--- src/sv/string_bucket_hash_assert.svh ---
// Assertion macros used by the string bucket hash datapath.
`ifndef STRING_BUCKET_HASH_ASSERT_SVH
`define STRING_BUCKET_HASH_ASSERT_SVH

// Checked on every clock edge outside reset.
`define SBH_ASSERT(lbl, prop, msg) \
  lbl: assert property (@(posedge clk) disable iff (rst) prop) else $error(msg);

// Checked on every clock edge, reset included.
`define SBH_ASSERT_ALWAYS(lbl, prop, msg) \
  lbl: assert property (@(posedge clk) prop) else $error(msg);

`endif

--- src/sv/sbh_pkg.sv ---
// Types and constants shared by the string bucket hash modules.
`timescale 1ns / 1ps
package sbh_pkg;

  localparam int BYTE_W    = 8;
  localparam int ACC_W     = 32;
  localparam int COUNT_W   = 16;
  localparam int DIV_STEPS = ACC_W;
  localparam int STEP_W    = $clog2(DIV_STEPS);
  localparam int ADDR_W    = 3;
  localparam int DATA_W    = 32;

  localparam logic [ACC_W-1:0]   HASH_MUL           = 32'd149711;
  localparam int                 HASH_SHIFT         = 7;
  localparam logic [COUNT_W-1:0] BUCKET_COUNT_RESET = 16'd5;
  localparam logic [STEP_W-1:0]  LAST_STEP          = STEP_W'(DIV_STEPS - 1);

  // Register index of bucket_count, taken from paddr[2].
  localparam logic REG_BUCKET_COUNT = 1'b0;

  typedef enum logic [1:0] {
    ST_IDLE,
    ST_LOAD,
    ST_DIV,
    ST_DONE
  } state_t;

  typedef struct packed {
    logic acc_update;
    logic mul_load;
    logic div_start;
    logic div_step;
    logic out_load;
  } cmd_t;

  typedef struct packed {
    logic byte_zero;
    logic div_last;
    logic out_busy;
  } status_t;

endpackage

--- src/sv/string_bucket_hash.sv ---
// Top level of the string bucket hash: configuration port, controller, datapath.
//
//   channel   direction  handshake            payload
//   input     in         in_valid/in_ready    key_byte[7:0]
//   result    out        out_valid/out_ready  bucket_index[15:0]
//   config    in         psel/penable/pready  bucket_count at paddr 0
//
// A nonzero key byte is folded into the running hash. A zero byte multiplies the
// hash, loads the divider, runs the one-bit-per-cycle restoring remainder and
// then registers the result. Reset
// clears the running hash, the state machine and the result flag, and sets
// bucket_count to 5. A result held by a stalled consumer does not block nonzero
// bytes; the next result waits in its final state until the output register frees.
`timescale 1ns / 1ps
module string_bucket_hash (
  input  logic                         clk,
  input  logic                         rst,
  input  logic                         in_valid,
  output logic                         in_ready,
  input  logic [sbh_pkg::BYTE_W-1:0]   key_byte,
  output logic                         out_valid,
  input  logic                         out_ready,
  output logic [sbh_pkg::COUNT_W-1:0]  bucket_index,
  input  logic                         psel,
  input  logic                         penable,
  input  logic                         pwrite,
  input  logic [sbh_pkg::ADDR_W-1:0]   paddr,
  input  logic [sbh_pkg::DATA_W-1:0]   pwdata,
  output logic [sbh_pkg::DATA_W-1:0]   prdata,
  output logic                         pready
);
  import sbh_pkg::*;

  logic [COUNT_W-1:0] bucket_count;
  cmd_t               cmd;
  status_t            status;

  assign pready = 1'b1;

  always_ff @(posedge clk) begin
    if (rst) begin
      bucket_count <= BUCKET_COUNT_RESET;
    end else if (psel && penable && pwrite && pready && paddr[2] == REG_BUCKET_COUNT) begin
      bucket_count <= pwdata[COUNT_W-1:0];
    end
  end

  always_comb begin
    if (paddr[2] == REG_BUCKET_COUNT) begin
      prdata = {{(DATA_W-COUNT_W){1'b0}}, bucket_count};
    end else begin
      prdata = '0;
    end
  end

  sbh_ctrl u_ctrl (
    .clk      (clk),
    .rst      (rst),
    .in_valid (in_valid),
    .in_ready (in_ready),
    .status   (status),
    .cmd      (cmd)
  );

  sbh_datapath u_datapath (
    .clk          (clk),
    .rst          (rst),
    .key_byte     (key_byte),
    .bucket_count (bucket_count),
    .cmd          (cmd),
    .status       (status),
    .out_valid    (out_valid),
    .out_ready    (out_ready),
    .bucket_index (bucket_index)
  );

endmodule

--- src/sv/sbh_ctrl.sv ---
// Controller state machine for the string bucket hash.
`timescale 1ns / 1ps
module sbh_ctrl (
  input  logic            clk,
  input  logic            rst,
  input  logic            in_valid,
  output logic            in_ready,
  input  sbh_pkg::status_t status,
  output sbh_pkg::cmd_t    cmd
);
  import sbh_pkg::*;

  state_t state;
  state_t state_next;

  always_ff @(posedge clk) begin
    if (rst) begin
      state <= ST_IDLE;
    end else begin
      state <= state_next;
    end
  end

  always_comb begin
    state_next = state;
    unique case (state)
      ST_IDLE: begin
        if (in_valid && status.byte_zero) begin
          state_next = ST_LOAD;
        end
      end
      ST_LOAD: state_next = ST_DIV;
      ST_DIV: begin
        if (status.div_last) begin
          state_next = ST_DONE;
        end
      end
      ST_DONE: begin
        if (!status.out_busy) begin
          state_next = ST_IDLE;
        end
      end
      default: state_next = ST_IDLE;
    endcase
  end

  always_comb begin
    in_ready = 1'b0;
    cmd      = '0;
    unique case (state)
      ST_IDLE: begin
        in_ready       = 1'b1;
        cmd.acc_update = in_valid && !status.byte_zero;
        cmd.mul_load   = in_valid && status.byte_zero;
      end
      ST_LOAD: cmd.div_start = 1'b1;
      ST_DIV:  cmd.div_step  = 1'b1;
      ST_DONE: cmd.out_load  = !status.out_busy;
      default: cmd = '0;
    endcase
  end

endmodule

--- src/sv/sbh_datapath.sv ---
// Datapath: accumulator, multiplier, serial divider and output register.
`timescale 1ns / 1ps
module sbh_datapath (
  input  logic                         clk,
  input  logic                         rst,
  input  logic [sbh_pkg::BYTE_W-1:0]   key_byte,
  input  logic [sbh_pkg::COUNT_W-1:0]  bucket_count,
  input  sbh_pkg::cmd_t                cmd,
  output sbh_pkg::status_t             status,
  output logic                         out_valid,
  input  logic                         out_ready,
  output logic [sbh_pkg::COUNT_W-1:0]  bucket_index
);
  import sbh_pkg::*;

  logic [ACC_W-1:0]   acc;
  logic [ACC_W-1:0]   prod;
  logic [ACC_W-1:0]   dvd;
  logic [COUNT_W-1:0] rem;
  logic [STEP_W-1:0]  step;
  logic               neg;

  logic [COUNT_W:0]   rem_shift;
  logic [COUNT_W:0]   rem_diff;
  logic [COUNT_W-1:0] bucket_next;

  assign rem_shift = {rem, dvd[ACC_W-1]};
  assign rem_diff  = rem_shift - {1'b0, bucket_count};

  always_comb begin
    if (bucket_count == '0) begin
      bucket_next = '0;
    end else if (neg && rem != '0) begin
      bucket_next = bucket_count - rem;
    end else begin
      bucket_next = rem;
    end
  end

  always_ff @(posedge clk) begin
    if (rst) begin
      acc <= '0;
    end else if (cmd.mul_load) begin
      acc <= '0;
    end else if (cmd.acc_update) begin
      acc <= acc + (acc << HASH_SHIFT) + {{(ACC_W-BYTE_W){1'b0}}, key_byte};
    end
  end

  always_ff @(posedge clk) begin
    if (cmd.mul_load) begin
      prod <= ACC_W'(acc * HASH_MUL);
    end
    if (cmd.div_start) begin
      neg  <= prod[ACC_W-1];
      dvd  <= prod[ACC_W-1] ? (~prod + 1'b1) : prod;
      rem  <= '0;
      step <= '0;
    end else if (cmd.div_step) begin
      dvd  <= dvd << 1;
      rem  <= rem_diff[COUNT_W] ? rem_shift[COUNT_W-1:0] : rem_diff[COUNT_W-1:0];
      step <= step + 1'b1;
    end
    if (cmd.out_load) begin
      bucket_index <= bucket_next;
    end
  end

  always_ff @(posedge clk) begin
    if (rst) begin
      out_valid <= 1'b0;
    end else if (cmd.out_load) begin
      out_valid <= 1'b1;
    end else if (out_ready) begin
      out_valid <= 1'b0;
    end
  end

  assign status.byte_zero = (key_byte == '0);
  assign status.div_last  = (step == LAST_STEP);
  assign status.out_busy  = out_valid && !out_ready;

`include "string_bucket_hash_assert.svh"

  `SBH_ASSERT(a_div_start_clears, cmd.div_start |=> (rem == '0 && step == '0), "divider not cleared")
  `SBH_ASSERT(a_rem_bound, (cmd.div_step && bucket_count != '0) |=> rem < bucket_count, "remainder out of range")
  `SBH_ASSERT(a_load_sets_valid, cmd.out_load |=> out_valid, "result not presented")
  `SBH_ASSERT_ALWAYS(a_reset_empty, rst |=> !out_valid, "result pending after reset")

endmodule
--- config.mk ---
export PLATFORM = sky130hd
export DESIGN_NAME = string_bucket_hash
export DESIGN_NICKNAME = d
export VERILOG_FILES = /design/src/sv/sbh_pkg.sv /design/src/sv/string_bucket_hash.sv /design/src/sv/sbh_ctrl.sv /design/src/sv/sbh_datapath.sv
export VERILOG_INCLUDE_DIRS = /design/src /design/src/sv
export SDC_FILE = /design/constraint.sdc
export NUM_CORES = 1
export LEC_CHECK = 0
export BUFFER_PORTS_ARGS = -buffer_cell sky130_fd_sc_hd__buf_2
export CAP_MARGIN = 15
export CORE_MARGIN = 4
export CORE_UTILIZATION = 60
export DETAILED_ROUTE_END_ITERATION = 8
export PLACE_DENSITY = 0.79
export SLEW_MARGIN = 20
export SYNTH_ARGS = -nofsm -noshare
export SYNTH_HDL_FRONTEND = slang
export SYNTH_HIERARCHICAL = 1
export SYNTH_SLANG_ARGS = --single-unit
export TNS_END_PERCENT = 10
--- constraint.sdc ---
create_clock -name clk -period 10.3 [get_ports clk]
set_input_delay 2.06 -clock clk [delete_from_list [all_inputs] [get_ports clk]]
set_output_delay 2.06 -clock clk [all_outputs]
set_load 0.01 [all_outputs]
==> key figures <==
Timing
  – Final setup violation count: 0
  – Final TNS setup: 0 ps
  – Slew Limit Headroom: 0.278
  – Worst-margin pin slew: 1080 ps
  – Max Clock Freq: 0.167 GHz
  – Max Slew Vio Count: 0
  – Fin crit share: 0.581
  – Hold slack: 508 ps
  – Unrepaired setup endpoints after global routing: false
  – Hold Vio Cnt, Final: 0
  – Final worst slack: between 4000 and 5000 ps
  – Worst-case clock skew: 14.2 ps
  – Final Critical Period: 5990 ps

Floorplanning
  – Io pins: between 100 and 150
  – Die area: about 32000 um^2
  – Die W: between 150 and 200 um
  – Die Y: 178 um
  – Initial core utilization: 0.614
  – Core Area: 28100 um^2
  – Row count: 61

Setup path
  – Setup Crit Path Kind: register to register
  – Worst setup path start: u_datapath/acc[11]
  – Worst reg2reg startpoint: u_datapath/acc[11]
  – Crit. End Element: register
  – CP Launch Type: register
  – Worst Path Required: 10460 ps
  – Worst EP arrival: 6150 ps
  – Crit Path Max Fanout: 9

Yosys
  – Post-synthesis cell count: 1860
  – Synth top area cells: ha_1, fa_1, edfxtp_1
  – Seq cells post-synth: 153
  – Async SR Flop Fraction: 0
  – Post-Synthesis Cell Area: ~17000 um^2
  – Share of the synthesized area in the top cell type: 0.176
  – Sequential area share after synthesis: 0.225
  – Post-synth EDFFs: 81
  – Primary FF master, synth: edfxtp_1
  – Distinct cell type count after synthesis: 76
  – Largest area contributor in the netlist: ha_1
  – Synth warn: 6
  – Syn_area_per_cell: 9.27 um^2

Global routing
  – Vias in the first global route: 13063
  – Initial antenna violation count: 0
  – Pin count of the biggest net entering global routing: between 80 and 90
  – GRT Total Usage: 0.241
  – Grt total ovfl: 0
  – Global-route wire length before repair: 61.7 mm

Power and ir drop
  – Power Density: 256 nW/um^2
  – Overall Power: ~4.7 mW
  – Maximum vdd drop: 0.163 mV
  – P_leak: 9.13 nW

Layout
  – Most frequent cells in the layout: inv_1, ha_1, fa_1
  – Design Area, Final: 18400 um^2
  – FF/Latch Area: approximately 3900 um^2
  – Share of cells above drive strength 1: 0.0686
  – Nets@finish: 2355
  – Multi-input logic area: 11700 um^2
  – Area Overhead vs Synth: 6.96%
  – Most common cell after layout, fill and taps aside: inv_1
  – Fillers: 2227

Routing
  – Residual DRC: 0
  – Routed vias: about 13000
  – DRT Pass-1 Iters: 7
  – Vias per inst: 5.49
  – Routed wire length: 36.4 mm
  – Post-route ant nets: 0
  – Iteration-0 DRC Markers: between 700 and 800
  – WL/cell: 15.8 um

Worst hold path
  – HP Class: register to register
  – Worst hold start: u_datapath/step[4]

Clock network
  – Resize count post-CTS: 0
  – TritonCTS buffer count: 17
  – Post-cts hold buffer count: 0
  – CTS tree: built
  – Root Buffer: clkbuf_16
  – Clk sinks: about 150
  – Setup Buffers After CTS: 0
  – Clock slew at reported path FFs: 70 ps
  – Latest clock arrival within the worst-skew pair: ~430 ps
  – CTS max path bufs: 2
  – H-tree levels: 4

Place
  – Hpwl dp: 28.9 mm
  – Place WS: 4400 ps
  – Placed cell area: 17900 um^2
  – Final GP Congestion: between 0.8 and 0.9
  – Input/output buffers: 65

Run
  – Max cap viols: 0

Run status
  – Run status: completed
==> cell families (layout without fill, tap and decap cells) <==
logic type,after synthesis,after routing,synth area share
mux,53,53,0.0308
fa+ha+maj,394,394,0.352
compound gates,310,310,0.117
simple gates,387,387,0.112
buf+inv,440,489,0.101
flops,153,153,0.225
xor+xnor,121,121,0.0615
other cells,2,19,0.000435
==> per-stage QoR <==
stage          instances  utilization
2_1_floorplan       1875            -
3_3_place_gp        2270        0.636
3_5_place_dp        2270        0.636
5_1_grt             2302        0.657
4_1_cts             2302        0.657
6_report            2304        0.657
==> power breakdown <==
part | total, mW | internal (mW) | leakage, nW | switching (mW)
Clock | 0.612 | 0.335 | 0.286 | 0.277
Combinational | 3.19 | 1.35 | 7.52 | 1.84
Sequential | 0.922 | 0.824 | 1.32 | 0.0986
Total | 4.72 | 2.50 | 9.13 | 2.22
==> cell type report <==
type | instances | share of cell area
multi-input cells | 1282 | 0.635
flip-flops and latches | 153 | 0.210
inverters | 386 | 0.0786
well taps | 378 | 0.0256
clock buffers | 19 | 0.0252
repair buffers | 71 | 0.0201
clock inverters | 13 | 0.00577
diodes | 2 | 0.000271
==> critical path, stage by stage (launching register included) <==
cell	delay, ps
dfxtp_1	670
inv_1	270
fa_1	580
inv_1	50
ha_1	300
inv_1	70
fa_1	520
inv_1	60
fa_1	520
inv_1	50
fa_1	480
inv_1	40
ha_1	370
nand3_1	150
nor3_1	350
nor3_1	140
o31ai_1	410
nand4_1	240
o31ai_1	340
xor2_1	100
==> state kept, by name, summed over array words and instances, names as in the netlist, 2 cells and up <==
register                 cells
bucket_count                16
u_ctrl/state                 2
u_datapath/acc              32
u_datapath/bucket_index     16
u_datapath/dvd              32
u_datapath/prod             32
u_datapath/rem              16
u_datapath/step              5
==> worst paths after layout <==
kind                            cells after the start             endpoint  slack, ps
worst max-delay path                               19  u_datapath/prod[28]       4310
worst min-delay path                                2   u_datapath/step[4]        510
worst max register to register                     19  u_datapath/prod[28]       4310
worst min register to register                      2   u_datapath/step[4]        510
==> layer usage <==
layer	share of wire	global-route usage	vias up
li1	-	-	6230
met1	0.45	0.315	6085
met2	0.48	0.403	281
met3	0.053	0.0501	62
met4	0.021	0.0767	0
met5	0	0	-
==> cells in the mapped netlist (31+ instances only) <==
master    number
inv_1        385
ha_1         243
fa_1         151
nor2_1       142
a21oi_1       99
edfxtp_1      81
dfxtp_1       72
nand2_1       61
xnor2_1       61
xor2_1        60
o21ai_0       59
mux2i_1       52
nand2b_1      40
a21o_1        31
No activity file was read; power rests on OpenSTA's default activity.
